--- config.mk ---
export PLATFORM = sky130hd
export DESIGN_NAME = agbkf_ctrl
export DESIGN_NICKNAME = d
export VERILOG_FILES = /design/src/hdl/agbkf_pkg.sv /design/src/hdl/agbkf_ctrl.sv
export SDC_FILE = /design/constraint.sdc
export NUM_CORES = 1
export LEC_CHECK = 0
export BUFFER_PORTS_ARGS = -buffer_cell sky130_fd_sc_hd__buf_4
export CORE_MARGIN = 4
export CORE_UTILIZATION = 54
export DETAILED_ROUTE_END_ITERATION = 8
export PLACE_DENSITY = 0.84
export SLEW_MARGIN = 15
export SYNTH_ARGS = -nofsm -noshare
export SYNTH_HDL_FRONTEND = slang
export SYNTH_SLANG_ARGS = --single-unit
--- constraint.sdc ---
create_clock -name clk -period 2.6 [get_ports clk]
set_input_delay 0.26 -clock clk [delete_from_list [all_inputs] [get_ports clk]]
set_output_delay 0.26 -clock clk [all_outputs]
set_load 0.01 [all_outputs]
--- src/hdl/agbkf_pkg.sv ---
// Shared types, constants and a saturating helper function for the angle and gyro bias Kalman filter.
package agbkf_pkg;

    localparam int DT_FRAC  = 16;
    localparam int COV_FRAC = 24;
    localparam int DT_W     = 24;
    localparam int NOISE_W  = 31;
    localparam int DIV_W    = 32 + COV_FRAC;
    localparam int DIV_CNT_W = $clog2(DIV_W);
    localparam int ADDR_W   = 5;

    localparam logic [NOISE_W-1:0] RST_QA   = NOISE_W'(16777);
    localparam logic [NOISE_W-1:0] RST_QB   = NOISE_W'(50332);
    localparam logic [NOISE_W-1:0] RST_R    = NOISE_W'(503316);
    localparam logic signed [31:0] RST_ANG  = 32'sd0;
    localparam logic signed [31:0] RST_BIAS = 32'sd0;
    localparam logic signed [31:0] RST_COVA = 32'sd167772160;
    localparam logic signed [31:0] RST_COVB = 32'sd167772160;
    localparam logic signed [31:0] RST_COVX = 32'sd0;

    typedef enum logic [2:0] {
        REG_QA   = 3'd0,
        REG_QB   = 3'd1,
        REG_R    = 3'd2,
        REG_ANG  = 3'd3,
        REG_BIAS = 3'd4,
        REG_COVA = 3'd5,
        REG_COVB = 3'd6,
        REG_COVX = 3'd7
    } reg_idx_t;

    typedef struct packed {
        logic [DT_W-1:0]    time_step;
        logic signed [31:0] measured_angle;
        logic signed [31:0] measured_rate;
    } in_data_t;

    typedef struct packed {
        logic signed [31:0] angle_estimate;
        logic               gain_skipped;
    } out_data_t;

    typedef struct packed {
        logic [NOISE_W-1:0] qa;
        logic [NOISE_W-1:0] qb;
        logic [NOISE_W-1:0] r;
        logic signed [31:0] init_angle;
        logic signed [31:0] init_bias;
        logic signed [31:0] init_cov_a;
        logic signed [31:0] init_cov_b;
        logic signed [31:0] init_cov_x;
    } cfg_t;

    typedef enum logic [3:0] {
        MOP_ANG_PRED,
        MOP_T,
        MOP_P00_PRED,
        MOP_P11_PRED,
        MOP_ANG_COR,
        MOP_BIAS,
        MOP_P11,
        MOP_P10,
        MOP_P01,
        MOP_P00
    } mul_op_t;

    typedef enum logic [3:0] {
        ST_IDLE,
        ST_PREP,
        ST_MUL_ISSUE,
        ST_MUL_WAIT,
        ST_MUL_WB,
        ST_GAIN,
        ST_DIV_START,
        ST_DIV_STEP,
        ST_DIV_WB,
        ST_DONE
    } ctrl_state_t;

    typedef struct packed {
        logic    load;
        logic    prep;
        logic    mul_issue;
        logic    mul_wb;
        mul_op_t mul_op;
        logic    gain;
        logic    div_start;
        logic    div_step;
        logic    div_wb;
        logic    div_sel;
        logic    emit;
    } dp_cmd_t;

    typedef struct packed {
        logic skip;
    } dp_status_t;

    // Clamp a wide signed value to the signed 32-bit range.
    function automatic logic signed [31:0] sat32(input logic signed [65:0] v);
        logic signed [65:0] hi;
        logic signed [65:0] lo;
        hi = 66'sd2147483647;
        lo = -66'sd2147483648;
        if (v > hi)
            return 32'sh7fffffff;
        else if (v < lo)
            return 32'sh80000000;
        else
            return v[31:0];
    endfunction

endpackage

--- src/hdl/agbkf_ctrl.sv ---
// Sequencer that steps the datapath through predict, gain and correct for one request.
module agbkf_ctrl (
    input  logic                  clk,
    input  logic                  rst_n,
    input  logic                  in_valid,
    output logic                  in_stall,
    output logic                  out_valid,
    input  logic                  out_stall,
    input  agbkf_pkg::dp_status_t status,
    output agbkf_pkg::dp_cmd_t    cmd
);

    agbkf_pkg::ctrl_state_t state_reg, state_next;
    agbkf_pkg::mul_op_t     op_reg, op_next;
    logic                   sel_reg, sel_next;
    logic [agbkf_pkg::DIV_CNT_W-1:0] cnt_reg, cnt_next;
    logic                   out_valid_reg, out_valid_next;

    function automatic agbkf_pkg::mul_op_t next_op(input agbkf_pkg::mul_op_t op);
        unique case (op)
            agbkf_pkg::MOP_ANG_PRED: return agbkf_pkg::MOP_T;
            agbkf_pkg::MOP_T:        return agbkf_pkg::MOP_P00_PRED;
            agbkf_pkg::MOP_P00_PRED: return agbkf_pkg::MOP_P11_PRED;
            agbkf_pkg::MOP_P11_PRED: return agbkf_pkg::MOP_ANG_COR;
            agbkf_pkg::MOP_ANG_COR:  return agbkf_pkg::MOP_BIAS;
            agbkf_pkg::MOP_BIAS:     return agbkf_pkg::MOP_P11;
            agbkf_pkg::MOP_P11:      return agbkf_pkg::MOP_P10;
            agbkf_pkg::MOP_P10:      return agbkf_pkg::MOP_P01;
            agbkf_pkg::MOP_P01:      return agbkf_pkg::MOP_P00;
            default:                 return agbkf_pkg::MOP_ANG_PRED;
        endcase
    endfunction

    always_ff @(posedge clk or negedge rst_n)
    begin
        if (!rst_n)
        begin
            state_reg     <= agbkf_pkg::ST_IDLE;
            op_reg        <= agbkf_pkg::MOP_ANG_PRED;
            sel_reg       <= 1'b0;
            cnt_reg       <= '0;
            out_valid_reg <= 1'b0;
        end
        else
        begin
            state_reg     <= state_next;
            op_reg        <= op_next;
            sel_reg       <= sel_next;
            cnt_reg       <= cnt_next;
            out_valid_reg <= out_valid_next;
        end
    end

    always_comb
    begin
        state_next     = state_reg;
        op_next        = op_reg;
        sel_next       = sel_reg;
        cnt_next       = cnt_reg;
        out_valid_next = out_valid_reg && out_stall;
        cmd            = '0;
        cmd.mul_op     = op_reg;
        cmd.div_sel    = sel_reg;
        unique case (state_reg)
            agbkf_pkg::ST_IDLE:
            begin
                if (in_valid)
                begin
                    cmd.load   = 1'b1;
                    state_next = agbkf_pkg::ST_PREP;
                end
            end
            agbkf_pkg::ST_PREP:
            begin
                cmd.prep   = 1'b1;
                op_next    = agbkf_pkg::MOP_ANG_PRED;
                state_next = agbkf_pkg::ST_MUL_ISSUE;
            end
            agbkf_pkg::ST_MUL_ISSUE:
            begin
                cmd.mul_issue = 1'b1;
                state_next    = agbkf_pkg::ST_MUL_WAIT;
            end
            agbkf_pkg::ST_MUL_WAIT:
            begin
                state_next = agbkf_pkg::ST_MUL_WB;
            end
            agbkf_pkg::ST_MUL_WB:
            begin
                cmd.mul_wb = 1'b1;
                op_next    = next_op(op_reg);
                if (op_reg == agbkf_pkg::MOP_P11_PRED)
                    state_next = agbkf_pkg::ST_GAIN;
                else if (op_reg == agbkf_pkg::MOP_P00)
                    state_next = agbkf_pkg::ST_DONE;
                else
                    state_next = agbkf_pkg::ST_MUL_ISSUE;
            end
            agbkf_pkg::ST_GAIN:
            begin
                cmd.gain = 1'b1;
                sel_next = 1'b0;
                // The skip flag is registered at the end of this state, so the
                // choice between dividing and skipping is made in the next one.
                state_next = agbkf_pkg::ST_DIV_START;
            end
            agbkf_pkg::ST_DIV_START:
            begin
                if (status.skip)
                    state_next = agbkf_pkg::ST_MUL_ISSUE;
                else
                begin
                    cmd.div_start = 1'b1;
                    cnt_next      = '0;
                    state_next    = agbkf_pkg::ST_DIV_STEP;
                end
            end
            agbkf_pkg::ST_DIV_STEP:
            begin
                cmd.div_step = 1'b1;
                cnt_next     = cnt_reg + 1'b1;
                if (cnt_reg == agbkf_pkg::DIV_CNT_W'(agbkf_pkg::DIV_W - 1))
                    state_next = agbkf_pkg::ST_DIV_WB;
            end
            agbkf_pkg::ST_DIV_WB:
            begin
                cmd.div_wb = 1'b1;
                if (sel_reg)
                    state_next = agbkf_pkg::ST_MUL_ISSUE;
                else
                begin
                    sel_next   = 1'b1;
                    state_next = agbkf_pkg::ST_DIV_START;
                end
            end
            agbkf_pkg::ST_DONE:
            begin
                if (!out_valid_reg || !out_stall)
                begin
                    cmd.emit       = 1'b1;
                    out_valid_next = 1'b1;
                    state_next     = agbkf_pkg::ST_IDLE;
                end
            end
            default:
            begin
                state_next = agbkf_pkg::ST_IDLE;
            end
        endcase
    end

    assign in_stall  = (state_reg != agbkf_pkg::ST_IDLE);
    assign out_valid = out_valid_reg;

endmodule

==> flow_summary.toml <==
[synthesis]
synth_top_area_share_pct = 36.4
synth_edf_count = 0
syn_nets = 126
synthFlopType = "dfrtp_1"
seq_area_frac_synth_pct = 36.4
yosysMostFrequentCell = "dfrtp_1"
syn-cell-area_sq_mm = 0.00110
synth_area_per_cell_sq_um = 9.48
ys_top_cells_by_area = "dfrtp_1 (36%), ha_1 (5.7%), nand2b_1 (4.6%), a22o_1 (4.0%), o21ai_0 (3.6%)"
synth_cell_types = 41
async_reset_ff_share_pct = 100
synth_top_area_cell = "dfrtp_1"
ys_warn_count = 0
ys_top_cells_by_count = "dfrtp_1 (16), nand2b_1 (8), o21ai_0 (8)"
ys_ff_latch = 16
synth_cells = 116

[die]
core_sq_mm = 0.00194
rows = 16
fp.dieH_um = 53.1
io_pins = 21
fp.dieW_um = 53.1
initial_utilization_pct = 56.6
die_area_sq_mm = 0.00282

[finish]
largest_reg_flops = 6
postLayoutCellArea_sq_mm = 0.00127
drive_above_1_share_pct = 21.4
n_antenna_cell = 0
synthToLayoutAreaGrowth_pct = 15.4
nets = 142
final_cell_count_no_fill = 158
postLayoutCoreUtil_pct = 65.3

[worst_setup_path]
required_ns = 2.34
critPathMaxFanout = 18
cp-end-kind = "primary output"
cp_data_arrival_time_ns = 1.90
critical_path.endpoint = "cmd[0]"
ff2ff_setup_slack_ns = 0.82
start_kind = "flip-flop"
setup.worst_path.class = "flip-flop to primary output"
worst_r2r_path_depth = 3
reg2reg_to = "op_reg[2]$_DFFE_PN0P_"
r2r-start = "state_reg[2]$_DFFE_PN0P_"
startpoint = "state_reg[1]$_DFFE_PN0P_"

[sta]
fmax_ghz = 0.462
worst_slew_pin_slew_ns = 0.574
clock_skew_ns = 0.0104
hold_viol = 0
tns_ns = 0
setup_violations = 0
fin_ws_ns = 0.436
whs_ns = 0.231
timing.slew.headroom_pct = 61.7
period_share_pct = 83.2
finalMaxSlewViolations = 0
rsz0062_at_grt = "false"
final.min_clock_period_ns = 2.16

[global_routing]
track_usage_pct = 20.2
grt-ovfl-total = 0
grt_pass1_wl_um = 4160
grt_max_degree = 19
antenna_found_initial = 0
grt_pass1_vias = 887

[detailed_routing]
vias = 977
drc = 0
drt_iter0_drc = 34
wl_per_cell_um = 15.9
ant_nets = 0
drt-pass1-iter-count = 4
vias_per_cell = 6.18
routed_wl_um = 2520

[cts]
clockBufferDepth = 2
post-cts-setup-buffers = 0
cts_tree = "yes"
numCtsBuffers = 3
root_buffer = "clkbuf_4"
clock_latency_ns = 0.30
cts_htree_levels = 1
ctsResizeCount = 0
cts_hold_buf = 1
clk_pin_slew_ns = 0.11
clock_sinks = 16

[power_and_ir_drop]
power_leakage_nw = 0.558
totalPowerFinal_mw = 1.25
ir_worst_vdd_mv = 0.614
powerDensity_mw_per_mm2 = 982

[placed_design]
dp_hpwl_um = 1790
finalWeightedCongestion = 0.902
dp.cells = 153
placed_area_sq_mm = 0.00122
pre_cts_ws_ns = 0.782
portBuffers = 20

[status]
status = "finished clean"

[run]
drv_cap = 0

[min_path]
min_path_type = "input pin to flip-flop"
## cells in the final DEF (no fill, tap or decap), types with 2 or more instances in the layout
master / instances
buf_4: 20
o211ai_1: 2
nand3_1: 4
nor3b_1: 3
o21ai_0: 8
nor4b_1: 2
inv_1: 3
nor3_1: 5
clkbuf_4: 3
o221ai_1: 2
dfrtp_1: 16
ha_1: 5
and3_1: 2
a22o_1: 5
nand2_1: 5
or2_2: 2
a21oi_1: 2
nor2_1: 5
xnor2_1: 3
or3b_1: 2
nand2b_1: 8
nor2b_1: 4
nand4b_1: 2
## worst min-delay path by stage
stage | from | end | slack (ns) | cells after the start
after CTS | out_stall | out_valid$_DFF_PN0_ | 0.23 | 3
after floorplan | rst_n | cnt_reg[0]$_DFFE_PN0P_ | -0.04 | 0
after global placement | rst_n | cnt_reg[4]$_DFFE_PN0P_ | 0.13 | 1
final | out_stall | out_valid$_DFF_PN0_ | 0.23 | 3
after detailed placement | rst_n | cnt_reg[4]$_DFFE_PN0P_ | 0.13 | 1
after global routing | out_stall | out_valid$_DFF_PN0_ | 0.25 | 3
## kinds of logic after synthesis
logic type,count (synthesis),share of synthesized area [%]
xor+xnor,3,2.39
buf+inv,13,6.60
simple gates,50,28.9
fa+ha+maj,5,5.69
compound gates,27,18.1
flops,16,36.4
mux,2,1.93
## area by class of cell
cell class              count  area (sq um)
clock buffers               4          36.3
well taps                  27          33.8
multi-input cells          87           627
fillers                   162           673
inverters                   3          11.3
flip-flops and latches     16           400
repair buffers             21           160
## where the power goes
group	switching [mW]	internal (mW)	leakage, nW
clock network	0.0893	0.0854	0.0210
logic	0.263	0.295	0.331
registers	0.188	0.324	0.206
total	0.541	0.705	0.558
## worst max-delay path, stage by stage, from the launching register on
cell,delay [ns]
dfrtp_1,0.60
nand2b_1,0.27
or3b_1,0.45
a21oi_1,0.14
buf_4,0.14
## layer usage
metal / part of all wire [%] / vias up / wire length (um) / GRT usage, %
li1: - / 459 / - / -
met1: 45 / 484 / 1140 / 26.7
met2: 49 / 28 / 1240 / 32.9
met3: 3.9 / 6 / 97 / 2.82
met4: 1.6 / 0 / 41 / 8.51
met5: 0 / - / 0 / 0
No activity file was read; power rests on OpenSTA's default activity.
