$ cat src/hdl/agbkf_pkg.sv
// Shared types, constants and a saturating helper function for the angle and gyro bias Kalman filter.
package agbkf_pkg;

    localparam int DT_FRAC  = 16;
    localparam int COV_FRAC = 24;
    localparam int DT_W     = 24;
    localparam int NOISE_W  = 31;
    localparam int DIV_W    = 32 + COV_FRAC;
    localparam int DIV_CNT_W = $clog2(DIV_W);
    localparam int ADDR_W   = 5;

    localparam logic [NOISE_W-1:0] RST_QA   = NOISE_W'(16777);
    localparam logic [NOISE_W-1:0] RST_QB   = NOISE_W'(50332);
    localparam logic [NOISE_W-1:0] RST_R    = NOISE_W'(503316);
    localparam logic signed [31:0] RST_ANG  = 32'sd0;
    localparam logic signed [31:0] RST_BIAS = 32'sd0;
    localparam logic signed [31:0] RST_COVA = 32'sd167772160;
    localparam logic signed [31:0] RST_COVB = 32'sd167772160;
    localparam logic signed [31:0] RST_COVX = 32'sd0;

    typedef enum logic [2:0] {
        REG_QA   = 3'd0,
        REG_QB   = 3'd1,
        REG_R    = 3'd2,
        REG_ANG  = 3'd3,
        REG_BIAS = 3'd4,
        REG_COVA = 3'd5,
        REG_COVB = 3'd6,
        REG_COVX = 3'd7
    } reg_idx_t;

    typedef struct packed {
        logic [DT_W-1:0]    time_step;
        logic signed [31:0] measured_angle;
        logic signed [31:0] measured_rate;
    } in_data_t;

    typedef struct packed {
        logic signed [31:0] angle_estimate;
        logic               gain_skipped;
    } out_data_t;

    typedef struct packed {
        logic [NOISE_W-1:0] qa;
        logic [NOISE_W-1:0] qb;
        logic [NOISE_W-1:0] r;
        logic signed [31:0] init_angle;
        logic signed [31:0] init_bias;
        logic signed [31:0] init_cov_a;
        logic signed [31:0] init_cov_b;
        logic signed [31:0] init_cov_x;
    } cfg_t;

    typedef enum logic [3:0] {
        MOP_ANG_PRED,
        MOP_T,
        MOP_P00_PRED,
        MOP_P11_PRED,
        MOP_ANG_COR,
        MOP_BIAS,
        MOP_P11,
        MOP_P10,
        MOP_P01,
        MOP_P00
    } mul_op_t;

    typedef enum logic [3:0] {
        ST_IDLE,
        ST_PREP,
        ST_MUL_ISSUE,
        ST_MUL_WAIT,
        ST_MUL_WB,
        ST_GAIN,
        ST_DIV_START,
        ST_DIV_STEP,
        ST_DIV_WB,
        ST_DONE
    } ctrl_state_t;

    typedef struct packed {
        logic    load;
        logic    prep;
        logic    mul_issue;
        logic    mul_wb;
        mul_op_t mul_op;
        logic    gain;
        logic    div_start;
        logic    div_step;
        logic    div_wb;
        logic    div_sel;
        logic    emit;
    } dp_cmd_t;

    typedef struct packed {
        logic skip;
    } dp_status_t;

    // Clamp a wide signed value to the signed 32-bit range.
    function automatic logic signed [31:0] sat32(input logic signed [65:0] v);
        logic signed [65:0] hi;
        logic signed [65:0] lo;
        hi = 66'sd2147483647;
        lo = -66'sd2147483648;
        if (v > hi)
            return 32'sh7fffffff;
        else if (v < lo)
            return 32'sh80000000;
        else
            return v[31:0];
    endfunction

endpackage

$ cat src/hdl/agbkf_regs.sv
// Configuration register file with APB-style access and a state reload pulse.
module agbkf_regs (
    input  logic                        clk,
    input  logic                        rst_n,
    input  logic                        psel,
    input  logic                        penable,
    input  logic                        pwrite,
    input  logic [agbkf_pkg::ADDR_W-1:0] paddr,
    input  logic [31:0]                 pwdata,
    output logic [31:0]                 prdata,
    output agbkf_pkg::cfg_t             cfg,
    output logic                        reload
);

    agbkf_pkg::cfg_t   cfg_reg;
    logic              reload_reg;
    agbkf_pkg::reg_idx_t idx;
    logic              wr;

    assign idx = agbkf_pkg::reg_idx_t'(paddr[agbkf_pkg::ADDR_W-1:2]);
    assign wr  = psel && penable && pwrite;

    always_ff @(posedge clk or negedge rst_n)
    begin
        if (!rst_n)
        begin
            cfg_reg.qa         <= agbkf_pkg::RST_QA;
            cfg_reg.qb         <= agbkf_pkg::RST_QB;
            cfg_reg.r          <= agbkf_pkg::RST_R;
            cfg_reg.init_angle <= agbkf_pkg::RST_ANG;
            cfg_reg.init_bias  <= agbkf_pkg::RST_BIAS;
            cfg_reg.init_cov_a <= agbkf_pkg::RST_COVA;
            cfg_reg.init_cov_b <= agbkf_pkg::RST_COVB;
            cfg_reg.init_cov_x <= agbkf_pkg::RST_COVX;
            reload_reg         <= 1'b0;
        end
        else
        begin
            reload_reg <= wr;
            if (wr)
            begin
                unique case (idx)
                    agbkf_pkg::REG_QA:   cfg_reg.qa <= pwdata[agbkf_pkg::NOISE_W-1:0];
                    agbkf_pkg::REG_QB:   cfg_reg.qb <= pwdata[agbkf_pkg::NOISE_W-1:0];
                    agbkf_pkg::REG_R:    cfg_reg.r  <= pwdata[agbkf_pkg::NOISE_W-1:0];
                    agbkf_pkg::REG_ANG:  cfg_reg.init_angle <= pwdata;
                    agbkf_pkg::REG_BIAS: cfg_reg.init_bias  <= pwdata;
                    agbkf_pkg::REG_COVA: cfg_reg.init_cov_a <= pwdata;
                    agbkf_pkg::REG_COVB: cfg_reg.init_cov_b <= pwdata;
                    agbkf_pkg::REG_COVX: cfg_reg.init_cov_x <= pwdata;
                    default:             cfg_reg.qa <= cfg_reg.qa;
                endcase
            end
        end
    end

    always_comb
    begin
        unique case (idx)
            agbkf_pkg::REG_QA:   prdata = {1'b0, cfg_reg.qa};
            agbkf_pkg::REG_QB:   prdata = {1'b0, cfg_reg.qb};
            agbkf_pkg::REG_R:    prdata = {1'b0, cfg_reg.r};
            agbkf_pkg::REG_ANG:  prdata = cfg_reg.init_angle;
            agbkf_pkg::REG_BIAS: prdata = cfg_reg.init_bias;
            agbkf_pkg::REG_COVA: prdata = cfg_reg.init_cov_a;
            agbkf_pkg::REG_COVB: prdata = cfg_reg.init_cov_b;
            agbkf_pkg::REG_COVX: prdata = cfg_reg.init_cov_x;
            default:             prdata = 32'd0;
        endcase
    end

    assign cfg    = cfg_reg;
    assign reload = reload_reg;

endmodule

$ cat config.mk
export PLATFORM = sky130hd
export DESIGN_NAME = agbkf_regs
export DESIGN_NICKNAME = d
export VERILOG_FILES = /design/src/hdl/agbkf_pkg.sv /design/src/hdl/agbkf_regs.sv
export SDC_FILE = /design/constraint.sdc
export NUM_CORES = 1
export LEC_CHECK = 0
export BUFFER_PORTS_ARGS = -buffer_cell sky130_fd_sc_hd__buf_2
export CAP_MARGIN = 5
export CORE_ASPECT_RATIO = 1.75
export CORE_MARGIN = 10
export CORE_UTILIZATION = 45
export CTS_BUF_LIST = sky130_fd_sc_hd__clkbuf_4
export CTS_CLUSTER_SIZE = 28
export DETAILED_ROUTE_END_ITERATION = 8
export PLACE_DENSITY = 0.71
export REMOVE_ABC_BUFFERS = 1
export SYNTH_ARGS = -nofsm -noshare
export SYNTH_HDL_FRONTEND = slang
export SYNTH_SLANG_ARGS = --single-unit
$ cat constraint.sdc
create_clock -name clk -period 2.85 [get_ports clk]
set_input_delay 0.57 -clock clk [delete_from_list [all_inputs] [get_ports clk]]
set_output_delay 0.57 -clock clk [all_outputs]
set_load 0.05 [all_outputs]
==> key figures, run 1 <==
Detailed routing
  – DR top layer: met5
  – Wirelength, routed: around 38000 um
  – Vias: 8618
  – Routed wl met3: around 2700 um
  – TritonRoute pass-1 iters: 5
  – Starting DRT DRC Count: between 300 and 400
  – Routed metal-1 wirelength: 13620 um
  – Antenna Nets Post-Route: 0
  – Met2 wire length: roughly 20000 um
  – Post-DR wirelength/cell: around 24 um
  – Via density: 5.524
  – Drc violations: 0

Layout
  – Area of the multi-input gates: around 4800 um2
  – Final non-filler cell total: roughly 1600
  – # nets final: around 1200
  – Register area: about 6400 um2
  – Max reg flops: ~250
  – Share of layout cells above drive strength 1: 61.53%
  – Syn-to-layout area delta: 27.98%
  – Post-route cell area: ~15000 um2
  – Fillers: between 2000 and 2500

Run
  – Max-cap violations: 0

CTS
  – Hold Buf Count CTS: 1
  – Clock buffer depth: 3
  – Post-CTS setup repair buffer count: 0
  – Num CTS Buffers: just over 60
  – H-Tree Depth: 2
  – CTS tree: done
  – Clk_lat worst skew: 670 ps
  – Clk slew on worst S/H paths: approximately 70 ps
  – Root Buffer: clkbuf_4
  – Clock sink count: 254
  – CTS resizes: 0

Timing
  – Min cycle time layout: around 2700 ps
  – Peak Freq: about 0.38 GHz
  – Slew HR: 53.05%
  – Worst Skew: 0 ps
  – Slew @ Worst Pin: 704.3 ps
  – Fin. max-slew vios: 0
  – RSZ-0062 raised after global routing: no
  – Final setup fails: 0
  – Fin crit share: between 90% and 100%
  – Final hold violations: 0

Setup path
  – CP Depth: 6
  – Crit-path slowest cell: nand2_1
  – Max incr delay on CP: around 330 ps
  – Crit path to: prdata[17]
  – R2R Setup Slk: ~2000 ps
  – Setup Crit Path Kind: primary input to primary output
  – CP startpoint: paddr[4]
  – Crit end category: primary output
  – Crit path DAT: between 2000 and 2500 ps
  – Critical path's most frequent cell: buf_2
  – Reg2reg start: cfg[234]$_DFFE_PN0P_
  – Critical Path RT: 2280 ps
  – WP buf/inv: 3
  – Critical Path Fanout Max: 24
  – Reg-to-reg endpoint: cfg[234]$_DFFE_PN0P_
  – Worst Reg-to-Reg Cells: 1
  – Crit-path leading delay family: buffers and inverters
  – Cells along the critical path: buf_2 -> buf_12 -> nand2_1 -> o22ai_1 -> o22a_1 -> buf_2
  – Crit path launch type: primary input

Logic synthesis
  – Most used DFF post-synth: dfrtp_1
  – Yosys top cell by area: dfrtp_1
  – Synthesized flop and latch total: approximately 250
  – Count leader, synth: mux2_2
  – Sequential-to-total area share from yosys stat: approximately 56%
  – Ranking of synthesized cells by area: dfrtp_1 (50%), mux2_2 (25%), mux2i_1 (7.9%), dfstp_2 (6.0%), o22a_1 (2.3%)
  – Commonest cells in the netlist: mux2_2 (251), dfrtp_1 (228), mux2i_1 (91), buf_2 (37)
  – Synth cell types: 31
  – Share of the synthesized area in the top cell type: 49.70%
  – Syn Inst Count: 808
  – Synth Area per Inst: 14.21 um2
  – Synth Warn #: 0
  – Ys async rst share: between 90% and 100%
  – EDFF count, synth: 0
  – Mapped cell area: about 11000 um2

Placement
  – GPL Wtd Cong: between 0.8 and 0.9
  – Port bufs: roughly 330
  – Dpl cells: roughly 1400
  – Area after DPL: around 14000 um2
  – Post-DP HPWL: roughly 27000 um

Power and ir drop
  – Peak supply drop: roughly 600 uV
  – Combinational Power Share: approximately two fifths
  – Sequential share of power: a little under two fifths
  – Pwr per Cell Area: around 900 nW/um2
  – Switching power share of the total: approximately 45%
  – Clock share of power: a little under a quarter
  – Switching pwr: 5.888 mW
  – Internal: approximately 7.3 mW
  – Leakage power: 7.470 nW

Run status
  – Status: finished, final reports clean

GRT
  – Largest net degree at the start of global routing: 87
  – Vias in the first global route: around 9400
  – Initial antenna violation count: 5
  – Gr usage total: 22.30%
  – Gr ovfl total: 0
  – Global-route wire length before repair: 56650 um

Floorplanning
  – Starting density of the core: a little under half
  – Die Span X: 140.7 um
  – I/O pin total: between 300 and 400
  – Row cnt: 77
  – Die Ht: approximately 230 um
  – Die ar.: approximately 33000 um2
  – Core area: approximately 25000 um2

Hold path
  – Worst min-delay path class: primary input to flop
[per-layer routing]
| layer | up-vias | GRT usage [%] |
|---|---|---|
| met5 | - | 0 |
| met4 | 2 | 10.10 |
| met3 | 85 | 6.450 |
| met2 | 323 | 39.57 |
| met1 | 4420 | 23.82 |
| li1 | 3788 | - |
[cell families after synthesis]
family / Yosys count / synth area share, %
AND/OR/NAND/NOR: 28 / 1.439
multiplexers: 345 / 32.95
flip-flops: 254 / 55.65
buffers and inverters: 85 / 3.379
AO/OA/AOI/OAI: 96 / 6.583
[per-stage QoR]
step | power (mW) | utilization, % | hold slack (ps) | TNS, ps | worst slack (ps)
floorplan | 8.709 | - | 274.4 | -27460 | -588.7
global placement | 10.19 | 54.90 | 507.5 | 0 | 201.6
detailed placement | 10.28 | 54.90 | 512.3 | 0 | 189.5
CTS | 13.35 | 58.16 | 77.25 | 0 | 144.0
global route | 13.80 | 58.20 | 106.5 | 0 | 80.59
finish | 13.21 | 58.20 | 150.5 | 0 | 199.1
[layout make-up]
| cell class | count | share of cell area, % |
|---|---|---|
| clock inverter | 15 | 0.3832 |
| antenna | 4 | 0.06813 |
| sequential | 254 | 43.48 |
| tap | 316 | 2.691 |
| timing repair buffer | 373 | 15.11 |
| clock buffer | 101 | 5.161 |
| multi-input combinational | 469 | 32.39 |
| inverter | 28 | 0.7154 |
[worst min path at each step]
stage | start | to | slack [ps] | cells past startpoint
floorplan | rst_n | cfg[0]$_DFFE_PN0P_ | 270 | 0
CTS | pwdata[31] | cfg[31]$_DFFE_PN0P_ | 80 | 2
detailed placement | cfg[213]$_DFFE_PN0P_ | cfg[213]$_DFFE_PN0P_ | 510 | 1
global placement | cfg[243]$_DFFE_PN0P_ | cfg[243]$_DFFE_PN0P_ | 510 | 1
finish | pwdata[31] | cfg[31]$_DFFE_PN0P_ | 150 | 2
global route | pwdata[31] | cfg[95]$_DFFE_PN0P_ | 110 | 2
[layout by cell type, fill, tap and decap left out]
master           n
a211o_1          1
a22oi_1          1
buf_12          17
buf_2          321
a21oi_1          1
o22a_1          30
o22ai_1         30
and3_1           1
buf_4           33
or3_2            2
nand2b_1         5
a221oi_1        27
dfstp_2         26
nor2_4           6
clkinv_1        14
nand4_1          1
clkbuf_4       101
inv_2            1
dfrtp_1        228
diode_2          4
a211oi_1         3
nand4b_4         1
buf_8            1
nor2b_1          1
dlygate4sd3_1    1
nand2_1          2
mux4_2           1
inv_1           28
a32o_1           1
a32oi_1          1
nor2_1           4
mux2_1           2
mux2i_1         91
nor3_2           1
mux2_2         251
nor3b_1          3
a31oi_1          1
nor2b_2          1
[power by group through the flow]
stage	registers, mW	clock network [mW]	logic (mW)
2_1_floorplan	7.39	0	1.32
3_3_place_gp	4.95	0	5.24
3_5_place_dp	4.98	0	5.30
4_1_cts	4.91	3.13	5.30
5_1_grt	5.01	3.32	5.47
6_report	4.92	3.04	5.25
Note: power is estimated with default switching activity, not from simulation.
==> run 2, diff against run 1 <==
--- a/config.mk
+++ b/config.mk
@@ -13,7 +13,7 @@
 export CTS_BUF_LIST = sky130_fd_sc_hd__clkbuf_4
 export CTS_CLUSTER_SIZE = 28
 export DETAILED_ROUTE_END_ITERATION = 8
-export PLACE_DENSITY = 0.71
+export PLACE_DENSITY = 0.73
 export REMOVE_ABC_BUFFERS = 1
 export SYNTH_ARGS = -nofsm -noshare
 export SYNTH_HDL_FRONTEND = slang
==> constraint.sdc (replaced) <==
create_clock -name clk -period 2.32 [get_ports clk]
set_input_delay 0.464 -clock clk [delete_from_list [all_inputs] [get_ports clk]]
set_output_delay 0.464 -clock clk [all_outputs]
set_load 0.05 [all_outputs]
==> key figures, run 2 (synthesis results as in run 1) <==
Run status
  – Status: complete, but fails checks
  – Failing checks: setup timing

Power and ir drop
  – Pwr per Cell Area: between 1000 and 1500 nW/um2
  – Leakage power: between 7 and 8 nW
  – Peak supply drop: between 600 and 700 uV

CTS
  – H-Tree Depth: 2
  – CTS tree: done
  – Clock sink count: about 250
  – Clk slew on worst S/H paths: roughly 80 ps
  – Num CTS Buffers: 57
  – Clk_lat worst skew: 690 ps
  – Clock buffer depth: 3
  – Root Buffer: clkbuf_4

Timing
  – Slew @ Worst Pin: 631.1 ps
  – Worst hold margin: 58.83 ps
  – Min cycle time layout: 2473 ps
  – Slew HR: between 50 and 60%
  – Fin crit share: 106.6%
  – Worst Skew: 0 ps
  – Final hold violations: 0
  – Final setup fails: 8
  – Peak Freq: about 0.40 GHz
  – Final Worst Setup Slack: -153.3 ps
  – RSZ-0062 raised after global routing: yes
  – Fin. max-slew vios: 0

Placement
  – Area after DPL: about 14000 um2
  – GPL Wtd Cong: about 0.85
  – Pre-CTS setup slack: -40.60 ps
  – Port bufs: roughly 330
  – Post-DP HPWL: around 28000 um
  – Dpl cells: about 1500

Floorplanning
  – Starting density of the core: between 40 and 50%
  – I/O pin total: 328
  – Die ar.: ~33000 um2
  – Core area: between 20000 and 30000 um2
  – Die Span X: roughly 140 um
  – Die Ht: 231.3 um
  – Row cnt: 77

GRT
  – Gr ovfl total: 0
  – Largest net degree at the start of global routing: 75
  – Initial antenna violation count: 1
  – Global-route wire length before repair: between 50000 and 60000 um
  – Vias in the first global route: around 10000
  – Gr usage total: between 20% and 30%

Setup path
  – Crit end category: primary output
  – Crit path launch type: flop
  – Cells along the critical path: mux4_2 -> a32o_2 -> buf_6
  – WP buf/inv: 1
  – Crit-path leading delay family: multiplexers
  – Crit-path slowest cell: mux4_2
  – Critical Path RT: about 1900 ps
  – Crit path DAT: about 2000 ps
  – Setup Crit Path Kind: flop to primary output
  – Max incr delay on CP: 470 ps
  – Critical Path Fanout Max: 2

Detailed routing
  – Vias: between 9000 and 10000
  – Via density: 5.561
  – Antenna Nets Post-Route: 0
  – Drc violations: 0
  – Wirelength, routed: 39770 um
  – Starting DRT DRC Count: 327
  – TritonRoute pass-1 iters: 4
  – Post-DR wirelength/cell: 24.43 um

Layout
  – Final non-filler cell total: between 1500 and 2000
  – Fillers: 1978
  – # nets final: 1308
  – Register area: 6389 um2
  – Share of layout cells above drive strength 1: around two thirds
  – Most common cell after layout, fill and taps aside: buf_2
  – Max reg flops: about 250
  – Syn-to-layout area delta: 37.85%
  – Post-route cell area: ~16000 um2
  – Most frequent cells in the layout: buf_2 (290), mux2_2 (251), dfrtp_1 (228)
  – Area of the multi-input gates: between 4000 and 5000 um2

Hold path
  – Worst min-delay path class: primary input to flop

Run
  – Max-cap violations: 0
-- run 2: cell count changes in the layout (fill, tap and decap cells not counted), moves of 4 or more --
cell	delta
inv_2	+8
buf_4	+65
buf_12	+14
a221oi_1	-22
clkbuf_4	-12
buf_2	-31
buf_6	+33
inv_1	-8
clkinv_1	-4
a221oi_2	+22
clkinv_2	+4
-- run 2: stage by stage --
step / util, % / setup TNS [ps] / power, mW
global placement: 56.50 / -274.8 / 12.55
global route: 62.69 / -2089 / 17.28
detailed placement: 56.50 / -457.0 / 12.67
finish: 62.69 / -443.8 / 16.57
floorplan: - / -109520 / 10.70
CTS: 61.50 / -1390 / 16.53
-- run 2: what timing repair did --
item	in CTS	in global routing
hold endpoints to repair	62	0
setup buffers	27	25
hold buffers	2	0
endpoints found under the setup margin	32	32
pin swaps	17	21
resized for setup	88	21
cloned	0	1
-- run 2: layer usage --
metal | global-route usage (%) | wire length, um | vias up
li1 | - | - | 3961
met4 | 12.27 | 1807 | 0
met3 | 5.979 | 2656 | 103
met2 | 42.22 | 21650 | 349
met5 | 0 | 0 | -
met1 | 24.15 | 13650 | 4641
-- run 2: worst paths after layout --
check | depth (start not counted) | slack (ps) | endpoint | start
worst max-delay path | 3 | -150 | prdata[31] | cfg[31]$_DFFE_PN0P_
worst min-delay path | 2 | 60 | cfg[100]$_DFFE_PN0P_ | pwdata[4]
worst max register to register | 3 | 1310 | cfg[41]$_DFFE_PN0P_ | cfg[41]$_DFFE_PN0P_
worst min register to register | 1 | 530 | cfg[20]$_DFFE_PN0P_ | cfg[20]$_DFFE_PN0P_
max in group asynchronous | 3 | 1250 | cfg[178]$_DFFE_PN1P_ | rst_n
min in group asynchronous | 2 | 340 | cfg[101]$_DFFE_PN0P_ | rst_n
-- run 2: area by class of cell --
class | instances | share of cell area [%]
antenna | 1 | 0.01581
clock buffer | 89 | 4.222
clock inverter | 15 | 0.3874
inverter | 28 | 0.6641
multi-input combinational | 469 | 31.37
sequential | 254 | 40.37
tap | 316 | 2.498
timing repair buffer | 456 | 20.47
-- run 2: where the power goes --
group	switching [mW]	total (mW)	internal, mW	leakage, nW
Sequential	0.690	6.05	5.36	3.19
Combinational	4.95	7.03	2.08	4.36
Clock	1.75	3.49	1.74	0.445
